`src/design/sgi_pkg.sv`:
```
// Shared types, widths and arithmetic helpers for the segment intersection pipeline.
package sgi_pkg;

   // Width of every coordinate field of the request and the response.
   localparam int COORD_W = 32;
   // Difference of two coordinates.
   localparam int DIFF_W = COORD_W + 1;
   // Product of two differences.
   localparam int PROD_W = 2 * DIFF_W;
   // Side value: difference of two products.
   localparam int SIDE_W = PROD_W + 1;
   // Divider remainder and denominator; one spare bit for the left shift.
   localparam int REM_W = SIDE_W + 1;
   // Width of the interpolation fraction.
   localparam int QUO_W = 32;
   // Default number of quotient bits resolved per divider stage.
   localparam int DIV_STEPS_DEF = 2;

   typedef logic signed [COORD_W-1:0] coord_type;
   typedef logic signed [DIFF_W-1:0] diff_type;
   typedef logic signed [PROD_W-1:0] prod_type;
   typedef logic signed [SIDE_W-1:0] side_type;

   typedef struct packed {
      coord_type first_start_x;
      coord_type first_start_y;
      coord_type first_start_z;
      coord_type first_end_x;
      coord_type first_end_y;
      coord_type first_end_z;
      coord_type second_start_x;
      coord_type second_start_y;
      coord_type second_start_z;
      coord_type second_end_x;
      coord_type second_end_y;
      coord_type second_end_z;
   } req_type;

   typedef struct packed {
      logic      hit;
      coord_type cross_x;
      coord_type cross_y;
      coord_type cross_z;
   } rsp_type;

   // Control that travels with each pipeline slot.
   typedef struct packed {
      logic valid;
      logic hit;
   } ctl_type;

   // Segment one, kept as start point plus signed delta (magnitude and sign) per axis.
   typedef struct packed {
      coord_type [2:0]              start;
      logic      [2:0][DIFF_W-1:0]  dmag;
      logic      [2:0]              dneg;
   } ctx_type;

   function automatic diff_type coord_diff(coord_type a, coord_type b);
      diff_type ea;
      diff_type eb;
      ea = $signed({a[COORD_W-1], a});
      eb = $signed({b[COORD_W-1], b});
      return ea - eb;
   endfunction

   function automatic logic [DIFF_W-1:0] diff_mag(diff_type d);
      diff_type n;
      n = -d;
      return d[DIFF_W-1] ? n : d;
   endfunction

   function automatic prod_type diff_mul(diff_type a, diff_type b);
      prod_type ea;
      prod_type eb;
      ea = PROD_W'(a);
      eb = PROD_W'(b);
      return ea * eb;
   endfunction

   function automatic logic [REM_W-1:0] side_mag(side_type s);
      logic [REM_W-1:0] e;
      e = {s[SIDE_W-1], s};
      return s[SIDE_W-1] ? (~e + REM_W'(1)) : e;
   endfunction

endpackage

```
`src/design/sgi_div_stage.sv`:
```
// One stage of the restoring divider that forms the interpolation fraction.
module sgi_div_stage
   import sgi_pkg::*;
#(
   parameter int STEPS = DIV_STEPS_DEF
)
(
   input  logic             clock,
   input  logic             reset,
   input  logic             advance,
   input  ctl_type          ctl_i,
   input  logic [REM_W-1:0] rem_i,
   input  logic [REM_W-1:0] den_i,
   input  logic [QUO_W-1:0] quo_i,
   input  ctx_type          ctx_i,
   output ctl_type          ctl_ff,
   output logic [REM_W-1:0] rem_ff,
   output logic [REM_W-1:0] den_ff,
   output logic [QUO_W-1:0] quo_ff,
   output ctx_type          ctx_ff
);

   logic [REM_W-1:0] rem_in;
   logic [QUO_W-1:0] quo_in;

   always_comb begin
      rem_in = rem_i;
      quo_in = quo_i;
      for (int i = 0; i < STEPS; i++) begin
         rem_in = {rem_in[REM_W-2:0], 1'b0};
         if (rem_in >= den_i) begin
            rem_in = rem_in - den_i;
            quo_in = {quo_in[QUO_W-2:0], 1'b1};
         end else begin
            quo_in = {quo_in[QUO_W-2:0], 1'b0};
         end
      end
   end

   always_ff @(posedge clock) begin
      if (reset) begin
         ctl_ff <= '0;
      end else if (advance) begin
         ctl_ff <= ctl_i;
      end
      if (advance) begin
         rem_ff <= rem_in;
         den_ff <= den_i;
         quo_ff <= quo_in;
         ctx_ff <= ctx_i;
      end
   end

endmodule

```
`config.mk`:
```
export PLATFORM = sky130hd
export DESIGN_NAME = sgi_div_stage
export DESIGN_NICKNAME = d
export VERILOG_FILES = /design/src/design/sgi_pkg.sv /design/src/design/sgi_div_stage.sv
export SDC_FILE = /design/constraint.sdc
export NUM_CORES = 1
export LEC_CHECK = 0
export ABC_CLOCK_PERIOD_IN_PS = 7800
export BUFFER_PORTS_ARGS = -buffer_cell sky130_fd_sc_hd__buf_4
export CAP_MARGIN = 20
export CORE_AREA = 3 3 284 286
export DETAILED_ROUTE_END_ITERATION = 8
export DIE_AREA = 0 0 287 289
export PLACE_DENSITY_LB_ADDON = 0.15
export REMOVE_ABC_BUFFERS = 1
export SYNTH_ARGS = -nofsm -noshare
export SYNTH_HDL_FRONTEND = slang
export SYNTH_SLANG_ARGS = --single-unit
```
`constraint.sdc`:
```
create_clock -name clock -period 7.8 [get_ports clock]
set_input_delay 0 -clock clock [delete_from_list [all_inputs] [get_ports clock]]
set_output_delay 0 -clock clock [all_outputs]
set_load 0.005 [all_outputs]
```
==> results of run 1 <==
## final timing paths
| check | start | to | slack [ps] | cells past startpoint |
|---|---|---|---|---|
| worst max-delay path | den_i[0] | rem_ff[58]$_DFFE_PP_ | 880 | 27 |
| worst min-delay path | reset | ctl_ff[0]$_SDFFE_PP0P_ | 120 | 3 |
| worst max register to register | ctl_ff[1]$_SDFFE_PP0P_ | ctl_ff[1]$_SDFFE_PP0P_ | 6650 | 3 |
| worst min register to register | ctl_ff[0]$_SDFFE_PP0P_ | ctl_ff[0]$_SDFFE_PP0P_ | 500 | 2 |
## critical path, delay by kind of cell
| family | cells | cell delay [ps] |
|---|---|---|
| buffers and inverters | 6 | 1540 |
| AOI/OAI and AO/OA | 15 | 3510 |
| muxes | 1 | 270 |
| adders and majority gates | 2 | 890 |
| and+or+nand+nor | 2 | 850 |
| xor gates and xnor gates | 1 | 160 |
## per-stage QoR
stage,utilization,setup slack (ps),cells
2_1_floorplan,-,-1750,1814
5_1_grt,0.418,187,4077
3_3_place_gp,0.352,924,3629
6_report,0.418,878,4078
4_1_cts,0.418,890,4073
3_5_place_dp,0.352,847,3629
## metal layers
| metal | global-route usage | vias up | part of all wire |
|---|---|---|---|
| li1 | - | 9270 | - |
| met1 | 0.222 | 9212 | 0.38 |
| met2 | 0.365 | 686 | 0.52 |
| met3 | 0.0364 | 129 | 0.063 |
| met4 | 0.0631 | 2 | 0.031 |
| met5 | 0 | - | 0.00015 |
## cells in the mapped netlist, types with 4 or more instances
library cell,n
a2111oi_0,4
a211oi_1,11
a21boi_0,9
a21o_1,81
a21oi_1,156
a221oi_1,8
a31oi_1,17
and2_1,9
and3_1,7
and4_1,6
buf_2,10
buf_6,5
clkbuf_1,71
edfxtp_1,366
ha_1,135
inv_1,106
mux2_2,35
mux2_4,4
mux2i_1,4
nand2_1,203
nand2b_1,12
nand3_1,19
nand4_1,50
nor2_1,89
nor2b_1,12
nor3_1,21
nor4_1,7
o211ai_1,6
o21a_1,23
o21ai_0,144
o21ai_1,17
o21bai_1,27
o221a_2,4
o221ai_1,5
o22ai_1,4
o31a_1,4
o31ai_1,13
or2_2,4
or3_1,11
xnor2_1,72
xor2_1,51
## state kept, by name (all words and copies together) (netlist names)
| signal | flops |
|---|---|
| den_ff | 68 |
| ctl_ff | 2 |
| rem_ff | 68 |
| quo_ff | 32 |
| ctx_ff | 198 |
## area by class of cell
class	count	area, µm²
Antenna cell	5	12.5
Clock buffer	54	1160
Clock inverter	24	394
Fill cell	7541	45700
Inverter	107	407
Multi-Input combinational cell	1339	9090
Sequential cell	368	11000
Tap cell	1050	1310
Timing Repair Buffer	1131	9460
## report_power, final
part	leakage, µW	switching [µW]	internal (µW)
Sequential	0.00360	75.5	2460
Combinational	0.00974	1260	1110
Clock	0.000753	865	1390
Total	0.0141	2200	4970
## kinds of logic after synthesis
kind of cell,Yosys count
AO/OA/AOI/OAI,567
XOR/XNOR,123
adder cells (fa/ha/maj),136
buffers and inverters,193
flip-flops,368
multiplexers,46
AND/OR/NAND/NOR,467
==> metrics.txt, run 1 <==
# TYPE chip_impl_metric gauge
chip_impl_info{name="cell_types_with_the_largest_area_share_after_synthesis",value="edfxtp_1, ha_1, a21oi_1"} 1
chip_impl_metric{name="maxClockFrequency",unit="MHz"} 144
chip_impl_metric{name="post_synth_inst_count",unit=""} 1900
chip_impl_metric{name="yosys_warnings",unit=""} 0
chip_impl_metric{name="tightest_slew",unit="ps"} 989
chip_impl_info{name="run_status",value="complete, no violations"} 1
chip_impl_metric{name="pin_count",unit=""} 739
chip_impl_metric{name="drt_wl_total",unit="µm"} 86000
chip_impl_metric{name="synth_xor_area_frac",unit=""} 0.0516
chip_impl_metric{name="drive_above_1_share",unit=""} 0.295
chip_impl_metric{name="grt_overflow_total",unit=""} 0
chip_impl_metric{name="post-synth-top-area-fraction",unit=""} 0.526
chip_impl_metric{name="holdBufCountCts",unit=""} 366
chip_impl_info{name="synth_flop_cell",value="edfxtp_1"} 1
chip_impl_metric{name="largest_net_degree_at_the_start_of_global_routing",unit=""} 146
chip_impl_metric{name="ys_seq_elements",unit=""} 368
chip_impl_metric{name="place_congestion",unit=""} 0.964
chip_impl_info{name="worst_setup_ep_type",value="flop"} 1
chip_impl_metric{name="place_area",unit="mm²"} 0.0276
chip_impl_metric{name="clkTransAtPathRegs",unit="ps"} 60
chip_impl_metric{name="die_w",unit="µm"} 287
chip_impl_metric{name="cts_buffers",unit=""} 45
chip_impl_metric{name="wire_length_of_the_first_global_routing_pass",unit="µm"} 123000
chip_impl_metric{name="drc",unit=""} 0
chip_impl_metric{name="drt_iter0_markers",unit=""} 1104
chip_impl_metric{name="worst_path_largest_cell_delay",unit="ps"} 600
chip_impl_info{name="most-common-layout-cells",value="buf_4, edfxtp_1, dlygate4sd3_1"} 1
chip_impl_info{name="cts-root-buf",value="clkbuf_16"} 1
chip_impl_metric{name="fp.dieH",unit="µm"} 289
chip_impl_metric{name="synthMuxAreaShare",unit=""} 0.0253
chip_impl_metric{name="cap_viol_max_count",unit=""} 0
chip_impl_metric{name="slew-limit-headroom",unit=""} 0.341
chip_impl_metric{name="vias_per_cell",unit=""} 4.73
chip_impl_metric{name="clkSinkCount",unit=""} 368
chip_impl_metric{name="synth_compound_gate_area_share",unit=""} 0.170
chip_impl_metric{name="dp_hpwl",unit="µm"} 68300
chip_impl_metric{name="layout.nets",unit=""} 3499
chip_impl_metric{name="global_route.usage.total",unit=""} 0.195
chip_impl_metric{name="finalHoldViolations",unit=""} 0
chip_impl_info{name="synth_top_family_by_area",value="compound AO/OA/AOI/OAI gates"} 1
chip_impl_metric{name="leakage",unit="µW"} 0.0141
chip_impl_metric{name="slew_viol_final",unit=""} 0
chip_impl_metric{name="first_pass_iters",unit=""} 6
chip_impl_metric{name="final.min_clock_period",unit="ps"} 6920
chip_impl_metric{name="cts-htree-levels",unit=""} 2
chip_impl_metric{name="die-area",unit="mm²"} 0.0829
chip_impl_metric{name="final_antenna_violating_net_count",unit=""} 0
chip_impl_metric{name="layout-area-overhead-vs-synth",unit="%"} 57.3
chip_impl_info{name="layout_commonest_cell",value="buf_4"} 1
chip_impl_metric{name="post-route-period-util",unit=""} 0.887
chip_impl_metric{name="power_dens_cells",unit="mW/mm²"} 218
chip_impl_metric{name="post_cts_setup_buffer_count",unit=""} 0
chip_impl_info{name="hold_path.class",value="in -> reg"} 1
chip_impl_info{name="cts_tree",value="yes"} 1
chip_impl_metric{name="yosysUniqueCellTypes",unit=""} 77
chip_impl_metric{name="rows",unit=""} 103
chip_impl_metric{name="floorplan.initialDensity",unit=""} 0.266
chip_impl_metric{name="clk-insertion-delay-late",unit="ps"} 580
chip_impl_info{name="rsz0062_at_grt",value="no"} 1
chip_impl_metric{name="portBuffers",unit=""} 735
chip_impl_metric{name="core",unit="mm²"} 0.0786
chip_impl_metric{name="clk_path_buf_depth",unit=""} 3
chip_impl_metric{name="ir_drop",unit="mV"} 0.165
chip_impl_metric{name="first_global_vias",unit=""} 19800
chip_impl_metric{name="synth-edff-count",unit=""} 366
chip_impl_info{name="crit_path_start_kind",value="primary input"} 1
chip_impl_metric{name="cts.repair.resized",unit=""} 0
chip_impl_metric{name="totalNegativeSetupSlack",unit="ps"} 0
chip_impl_info{name="crit_type",value="in -> reg"} 1
chip_impl_metric{name="worst_ep_arrival_time",unit="ps"} 7250
chip_impl_metric{name="asyncSetResetFlopFracSynth",unit=""} 0
chip_impl_metric{name="skew",unit="ps"} 0
chip_impl_metric{name="ys_seq_area_frac",unit=""} 0.528
chip_impl_metric{name="fin_worst_hold_slack",unit="ps"} 122
chip_impl_metric{name="power",unit="µW"} 7170
chip_impl_metric{name="syn-mean-instance-area",unit="µm²"} 11.0
chip_impl_metric{name="setup_violations",unit=""} 0
chip_impl_metric{name="antenna_found_initial",unit=""} 11
chip_impl_info{name="most_repeated_library_cell_on_the_critical_path",value="o21ai_0"} 1
chip_impl_metric{name="detailroute.via_count",unit=""} 19300
chip_impl_metric{name="final_non_filler_cell_area",unit="mm²"} 0.0329
chip_impl_metric{name="adder_cell_area_share_of_the_yosys_netlist",unit=""} 0.0818
chip_impl_metric{name="average_detailed_routed_wire_length_per_instance",unit="µm"} 21.1
chip_impl_info{name="timing.critical_path.slowest_stage_cell",value="or3b_2"} 1
chip_impl_metric{name="worstPathMaxFanout",unit=""} 78
chip_impl_metric{name="syn-cell-area",unit="mm²"} 0.0209
chip_impl_metric{name="cp.required",unit="ps"} 8130
chip_impl_metric{name="synth-simple-area-share",unit=""} 0.106
chip_impl_info{name="cell_accounting_for_the_most_synthesized_area",value="edfxtp_1"} 1
Power figures use the tool's default switching activity.
==> inputs of run 2 (changes only) <==
--- a/config.mk
+++ b/config.mk
@@ -5,10 +5,10 @@
 export SDC_FILE = /design/constraint.sdc
 export NUM_CORES = 1
 export LEC_CHECK = 0
-export ABC_CLOCK_PERIOD_IN_PS = 7800
 export BUFFER_PORTS_ARGS = -buffer_cell sky130_fd_sc_hd__buf_4
 export CAP_MARGIN = 20
 export CORE_AREA = 3 3 284 286
+export CTS_BUF_LIST = sky130_fd_sc_hd__clkbuf_2 sky130_fd_sc_hd__clkbuf_4 sky130_fd_sc_hd__clkbuf_8
 export DETAILED_ROUTE_END_ITERATION = 8
 export DIE_AREA = 0 0 287 289
 export PLACE_DENSITY_LB_ADDON = 0.15
==> run 2 against run 1 <==
Hold slack got worse by 50 ps. Cell area rose by 2.2%. Global-route usage rose by 0.61 points. First-iteration DRC count down 1.6%. Clock-buffer cell count up 37. Non-clock buffer count is 92 higher. Setup slack better by 32 ps. Sequential power about the same. Clock power fell by 15%. Sequential share of layout area shrank 0.74 points. Critical endpoint is now rem_ff[14]$_DFFE_PP_.
==> metrics.txt, run 2 (synthesized netlist as in run 1, its figures left out) <==
# TYPE chip_impl_metric gauge
chip_impl_info{name="run_status",value="complete, no violations"} 1
chip_impl_metric{name="setup_violations",unit=""} 0
chip_impl_metric{name="worstPathMaxFanout",unit=""} 26
chip_impl_metric{name="maxClockFrequency",unit="MHz"} 145
chip_impl_info{name="hold_path.class",value="in -> reg"} 1
chip_impl_info{name="most_repeated_library_cell_on_the_critical_path",value="buf_4"} 1
chip_impl_metric{name="finalHoldViolations",unit=""} 0
chip_impl_metric{name="final.min_clock_period",unit="ps"} 6890
chip_impl_metric{name="die-area",unit="mm²"} 0.0829
chip_impl_metric{name="post-route-period-util",unit=""} 0.883
chip_impl_metric{name="worst_path_largest_cell_delay",unit="ps"} 540
chip_impl_info{name="cts-root-buf",value="clkbuf_8"} 1
chip_impl_metric{name="first_global_vias",unit=""} 20600
chip_impl_metric{name="fp.dieH",unit="µm"} 289
chip_impl_metric{name="power",unit="µW"} 6860
chip_impl_metric{name="dp_worst_setup_slack",unit="ps"} 847
chip_impl_metric{name="drt_wl_total",unit="µm"} 88300
chip_impl_metric{name="clk_path_buf_depth",unit=""} 3
chip_impl_metric{name="timing.final.ws_setup",unit="ps"} 910
chip_impl_metric{name="worst_ep_arrival_time",unit="ps"} 7270
chip_impl_metric{name="drc",unit=""} 0
chip_impl_metric{name="core",unit="mm²"} 0.0786
chip_impl_metric{name="layout.nets",unit=""} 3618
chip_impl_info{name="cts_tree",value="yes"} 1
chip_impl_metric{name="final_antenna_violating_net_count",unit=""} 0
chip_impl_metric{name="average_detailed_routed_wire_length_per_instance",unit="µm"} 20.9
chip_impl_metric{name="vias_per_cell",unit=""} 4.72
chip_impl_metric{name="floorplan.initialDensity",unit=""} 0.266
chip_impl_metric{name="detailroute.via_count",unit=""} 19900
chip_impl_metric{name="clkTransAtPathRegs",unit="ps"} 50
chip_impl_metric{name="cts_buffers",unit=""} 72
chip_impl_metric{name="leakage",unit="µW"} 0.0144
chip_impl_metric{name="layout.core_utilization",unit=""} 0.428
chip_impl_metric{name="layout-area-overhead-vs-synth",unit="%"} 60.9
chip_impl_info{name="crit_type",value="in -> reg"} 1
chip_impl_info{name="timing.critical_path.slowest_stage_cell",value="dlygate4sd3_1"} 1
chip_impl_metric{name="power_dens_cells",unit="mW/mm²"} 204
chip_impl_metric{name="place_area",unit="mm²"} 0.0276
chip_impl_metric{name="place_congestion",unit=""} 0.964
chip_impl_metric{name="die_w",unit="µm"} 287
chip_impl_metric{name="cts.repair.resized",unit=""} 0
chip_impl_metric{name="rows",unit=""} 103
chip_impl_info{name="most-common-layout-cells",value="buf_4, dlygate4sd3_1, edfxtp_1"} 1
chip_impl_info{name="worst_setup_ep_type",value="flop"} 1
chip_impl_metric{name="wire_length_of_the_first_global_routing_pass",unit="µm"} 127000
chip_impl_metric{name="global_route.usage.total",unit=""} 0.201
chip_impl_metric{name="pin_count",unit=""} 739
chip_impl_metric{name="skew",unit="ps"} 0
chip_impl_metric{name="slew-limit-headroom",unit=""} 0.333
chip_impl_metric{name="antenna_found_initial",unit=""} 11
chip_impl_metric{name="clkSinkCount",unit=""} 368
chip_impl_info{name="regMostFlops",value="ctx_ff"} 1
chip_impl_metric{name="clk-insertion-delay-late",unit="ps"} 640
chip_impl_metric{name="largest_net_degree_at_the_start_of_global_routing",unit=""} 146
chip_impl_info{name="layout_commonest_cell",value="buf_4"} 1
chip_impl_info{name="crit_path_start_kind",value="primary input"} 1
chip_impl_metric{name="fin_worst_hold_slack",unit="ps"} 72.1
chip_impl_metric{name="portBuffers",unit=""} 735
chip_impl_metric{name="final_non_filler_cell_area",unit="mm²"} 0.0336
chip_impl_info{name="top_regs",value="ctx_ff x198, den_ff x68, rem_ff x68"} 1
chip_impl_metric{name="grt_overflow_total",unit=""} 0
chip_impl_metric{name="cp.required",unit="ps"} 8180
chip_impl_info{name="rsz0062_at_grt",value="no"} 1
chip_impl_metric{name="cap_viol_max_count",unit=""} 0
chip_impl_metric{name="first_pass_iters",unit=""} 5
chip_impl_metric{name="drive_above_1_share",unit=""} 0.297
chip_impl_metric{name="cts-htree-levels",unit=""} 3
chip_impl_metric{name="ir_drop",unit="mV"} 0.115
chip_impl_metric{name="drt_iter0_markers",unit=""} 1086
chip_impl_metric{name="largest_register_ff_count",unit=""} 198
chip_impl_metric{name="tightest_slew",unit="ps"} 1000
chip_impl_metric{name="dp_hpwl",unit="µm"} 68300
chip_impl_metric{name="slew_viol_final",unit=""} 0
==> run 2: worst max-delay path: cells and delay by family <==
family / cells / cell delay, ps
buffers and inverters: 6 / 1480
AOI/OAI and AO/OA: 13 / 3130
xor gates and xnor gates: 1 / 220
and+or+nand+nor: 6 / 1520
adders and majority gates: 2 / 900
==> run 2: path summary, 6_finish.rpt <==
path,startpoint,to,slack (ps),depth (start not counted)
min,den_i[23],den_ff[23]$_DFFE_PP_,70,2
min reg2reg,ctl_ff[0]$_SDFFE_PP0P_,ctl_ff[0]$_SDFFE_PP0P_,520,2
max,den_i[0],rem_ff[14]$_DFFE_PP_,910,28
max reg2reg,ctl_ff[1]$_SDFFE_PP0P_,ctl_ff[1]$_SDFFE_PP0P_,6660,3
==> run 2: through the flow <==
step | setup TNS, ps | std cells
6_report | 0 | 4217
5_1_grt | 0 | 4217
4_1_cts | 0 | 4211
3_5_place_dp | 0 | 3629
3_3_place_gp | 0 | 3629
2_1_floorplan | -87790 | 1814
==> run 2: what timing repair did <==
item | 4_1_cts | 5_1_grt
hold buffers | 458 | 0
buffers inserted | 0 | 0
hold endpoints to repair | 442 | 0
==> run 2: cell type report <==
cell class | count | area (µm²)
tap | 1050 | 1310
timing repair buffer | 1223 | 10400
multi-input combinational | 1339 | 9090
inverter | 107 | 407
clock inverter | 33 | 228
clock buffer | 91 | 1140
fill | 7483 | 45000
sequential | 368 | 11000
antenna | 6 | 15.0
==> run 2: layer usage <==
| layer | global-route usage | routed length [µm] |
|---|---|---|
| met1 | 0.226 | 33700 |
| met2 | 0.372 | 46200 |
| met3 | 0.0409 | 5500 |
| met4 | 0.0761 | 2940 |
| met5 | 0 | 13 |
==> run 2: power by group <==
group,switching (µW),internal [µW]
Clock,906,1000
Combinational,1270,1140
Sequential,77.0,2470
==> inputs of run 3 (changes only) <==
--- a/config.mk
+++ b/config.mk
@@ -11,7 +11,7 @@
 export CTS_BUF_LIST = sky130_fd_sc_hd__clkbuf_2 sky130_fd_sc_hd__clkbuf_4 sky130_fd_sc_hd__clkbuf_8
 export DETAILED_ROUTE_END_ITERATION = 8
 export DIE_AREA = 0 0 287 289
-export PLACE_DENSITY_LB_ADDON = 0.15
+export MAX_ROUTING_LAYER = met4
 export REMOVE_ABC_BUFFERS = 1
 export SYNTH_ARGS = -nofsm -noshare
 export SYNTH_HDL_FRONTEND = slang
==> constraint.sdc (replaced) <==
create_clock -name clock -period 8.1 [get_ports clock]
set_input_delay 0 -clock clock [delete_from_list [all_inputs] [get_ports clock]]
set_output_delay 0 -clock clock [all_outputs]
set_load 0.005 [all_outputs]
==> run 3 against run 2 <==
Critical endpoint is now rem_ff[42]$_DFFE_PP_. Hold slack gained 1.7 ps. Register-to-register slack gained 280 ps. Die area is the same. Cell count shrank 2.2%.
==> metrics.txt, run 3 (synthesized netlist as in run 1, its figures left out) <==
# TYPE chip_impl_metric gauge
chip_impl_info{name="run_status",value="complete, no violations"} 1
chip_impl_metric{name="final_antenna_violating_net_count",unit=""} 0
chip_impl_metric{name="clk-insertion-delay-late",unit="ps"} 630
chip_impl_metric{name="core",unit="mm²"} 0.0786
chip_impl_metric{name="portBuffers",unit=""} 735
chip_impl_info{name="min-delay-start",value="quo_i[21]"} 1
chip_impl_info{name="crit_path_start_kind",value="primary input"} 1
chip_impl_metric{name="cts-htree-levels",unit=""} 3
chip_impl_metric{name="clkSinkCount",unit=""} 368
chip_impl_metric{name="average_detailed_routed_wire_length_per_instance",unit="µm"} 20.8
chip_impl_metric{name="drc",unit=""} 0
chip_impl_metric{name="largest_register_ff_count",unit=""} 198
chip_impl_info{name="rsz0062_at_grt",value="no"} 1
chip_impl_metric{name="floorplan.initialDensity",unit=""} 0.266
chip_impl_info{name="layout_commonest_cell",value="buf_4"} 1
chip_impl_metric{name="first_pass_iters",unit=""} 5
chip_impl_metric{name="power_dens_cells",unit="mW/mm²"} 202
chip_impl_metric{name="fp.dieH",unit="µm"} 289
chip_impl_metric{name="antenna_found_initial",unit=""} 14
chip_impl_metric{name="wire_length_of_the_first_global_routing_pass",unit="µm"} 123000
chip_impl_metric{name="clkTransAtPathRegs",unit="ps"} 60
chip_impl_metric{name="dp_hpwl",unit="µm"} 65800
chip_impl_metric{name="skew",unit="ps"} 0
chip_impl_metric{name="final.min_clock_period",unit="ps"} 7330
chip_impl_metric{name="first_global_vias",unit=""} 19900
chip_impl_metric{name="totalNegativeSetupSlack",unit="ps"} 0
chip_impl_metric{name="ir_drop",unit="mV"} 0.123
chip_impl_metric{name="setup_violations",unit=""} 0
chip_impl_info{name="crit-reg2reg-launch",value="ctl_ff[1]$_SDFFE_PP0P_"} 1
chip_impl_info{name="worst_setup_ep_type",value="flop"} 1
chip_impl_info{name="crit_type",value="in -> reg"} 1
chip_impl_metric{name="worst_ep_arrival_time",unit="ps"} 7730
chip_impl_metric{name="drt_iter0_markers",unit=""} 1211
chip_impl_metric{name="drive_above_1_share",unit=""} 0.299
chip_impl_metric{name="cp.required",unit="ps"} 8500
chip_impl_metric{name="layout-area-overhead-vs-synth",unit="%"} 56.8
chip_impl_info{name="cts_tree",value="yes"} 1
chip_impl_metric{name="leakage",unit="µW"} 0.0140
chip_impl_metric{name="slew_viol_final",unit=""} 0
chip_impl_metric{name="cap_viol_max_count",unit=""} 0
chip_impl_metric{name="cts.repair.resized",unit=""} 0
chip_impl_metric{name="drt_wl_total",unit="µm"} 85800
chip_impl_metric{name="timing.reg2reg.worst_path_depth",unit=""} 3
chip_impl_metric{name="cts_buffers",unit=""} 71
chip_impl_info{name="crit-reg2reg-capture",value="ctl_ff[1]$_SDFFE_PP0P_"} 1
chip_impl_info{name="hold_path.class",value="in -> reg"} 1
chip_impl_metric{name="rows",unit=""} 103
chip_impl_metric{name="slew-limit-headroom",unit=""} 0.313
chip_impl_info{name="regMostFlops",value="ctx_ff"} 1
chip_impl_metric{name="die_w",unit="µm"} 287
chip_impl_metric{name="worstPathMaxFanout",unit=""} 89
chip_impl_metric{name="tightest_slew",unit="ps"} 1030
chip_impl_metric{name="detailroute.via_count",unit=""} 19500
chip_impl_metric{name="hold-path-cell-count",unit=""} 2
chip_impl_metric{name="grt_overflow_total",unit=""} 0
chip_impl_metric{name="clk_path_buf_depth",unit=""} 3
chip_impl_metric{name="dp_worst_setup_slack",unit="ps"} 905
chip_impl_info{name="top_regs",value="ctx_ff x198, den_ff x68, rem_ff x68"} 1
chip_impl_info{name="timing.hold.worst_endpoint",value="quo_ff[23]$_DFFE_PP_"} 1
chip_impl_metric{name="maxClockFrequency",unit="MHz"} 136
chip_impl_metric{name="layout.nets",unit=""} 3522
chip_impl_info{name="cts-root-buf",value="clkbuf_8"} 1
chip_impl_metric{name="vias_per_cell",unit=""} 4.74
chip_impl_metric{name="post-route-period-util",unit=""} 0.905
chip_impl_metric{name="place_congestion",unit=""} 0.931
chip_impl_metric{name="die-area",unit="mm²"} 0.0829
chip_impl_metric{name="finalHoldViolations",unit=""} 0
chip_impl_metric{name="largest_net_degree_at_the_start_of_global_routing",unit=""} 134
chip_impl_info{name="most-common-layout-cells",value="buf_4, dlygate4sd3_1, edfxtp_1"} 1
chip_impl_metric{name="reg2reg_slack",unit="ps"} 6940
chip_impl_metric{name="global_route.usage.total",unit=""} 0.201
chip_impl_metric{name="timing.final.ws_setup",unit="ps"} 770
chip_impl_metric{name="pin_count",unit=""} 739
[run 3: cell count changes in the layout (fill, tap and decap cells not counted), sizes merged]
cell,delta
buf,-17
bufinv,+5
clkbuf,-7
clkinvlp,+2
diode,+4
dlygate4sd3,-78
inv,-1
[run 3: through the flow]
step	total power, µW	util	hold slack (ps)	cell area [µm²]	instances
2_1_floorplan	3590	-	72.4	20500	1814
3_3_place_gp	4560	0.350	178	27500	3612
3_5_place_dp	4550	0.350	179	27500	3612
4_1_cts	6700	0.417	1.23	32700	4115
5_1_grt	6990	0.417	15.8	32800	4125
6_report	6630	0.417	73.8	32800	4125
[run 3: how the worst max path moves through the flow]
| stage | from | endpoint | slack (ps) | depth (start not counted) |
|---|---|---|---|---|
| final | den_i[0] | rem_ff[42]$_DFFE_PP_ | 770 | 25 |
| after global placement | den_i[0] | rem_ff[48]$_DFFE_PP_ | 960 | 24 |
| after detailed placement | den_i[0] | rem_ff[7]$_DFFE_PP_ | 900 | 24 |
| after floorplan | den_i[0] | rem_ff[51]$_DFFE_PP_ | -1450 | 23 |
| after CTS | den_i[0] | rem_ff[48]$_DFFE_PP_ | 1020 | 25 |
| after global routing | den_i[0] | rem_ff[48]$_DFFE_PP_ | 590 | 26 |
[run 3: layer usage]
layer  global-route usage  vias to the layer above  wire length, µm
met1                0.212                     9281            31500
met2                0.377                      768            46500
met4               0.0582                        0             2100
li1                     -                     9348                -
met5                    -                        -                0
met3               0.0404                      145             5730
[run 3: repair_timing]
action,in CTS,in global routing
hold buffers,380,0
endpoints found under the setup margin,0,0
hold endpoints to repair,461,0
buffers inserted,0,0
[run 3: final cells by class]
class                   count  area, µm²
clock inverters            39        349
diodes                     10       25.0
multi-input cells        1339       9090
well taps                1050       1310
fillers                  7416      45800
clock buffers              84       1070
inverters                 107        407
flip-flops and latches    368      11000
repair buffers           1128       9480
[run 3: critical path: stages]
cell           delay [ps]
dlygate4sd3_1         540
buf_4                 170
inv_1                 110
fa_1                  470
a211oi_1              430
o21ba_2               250
a21oi_1               120
o31a_1                300
o41ai_1               640
a21oi_1               480
a21boi_0              490
xor2_1                190
o21ai_0               140
ha_1                  420
and2_1                200
nand3_1               100
or2_1                 310
or4_4                 520
nor4_4                270
a211oi_2              210
o211a_1               300
o2bb2ai_2             150
o21a_2                260
buf_12                200
mux2_4                360
[run 3: power by group]
group / internal [µW] / switching, µW
Sequential: 2370 / 77.2
Combinational: 1050 / 1190
Clock: 1070 / 855
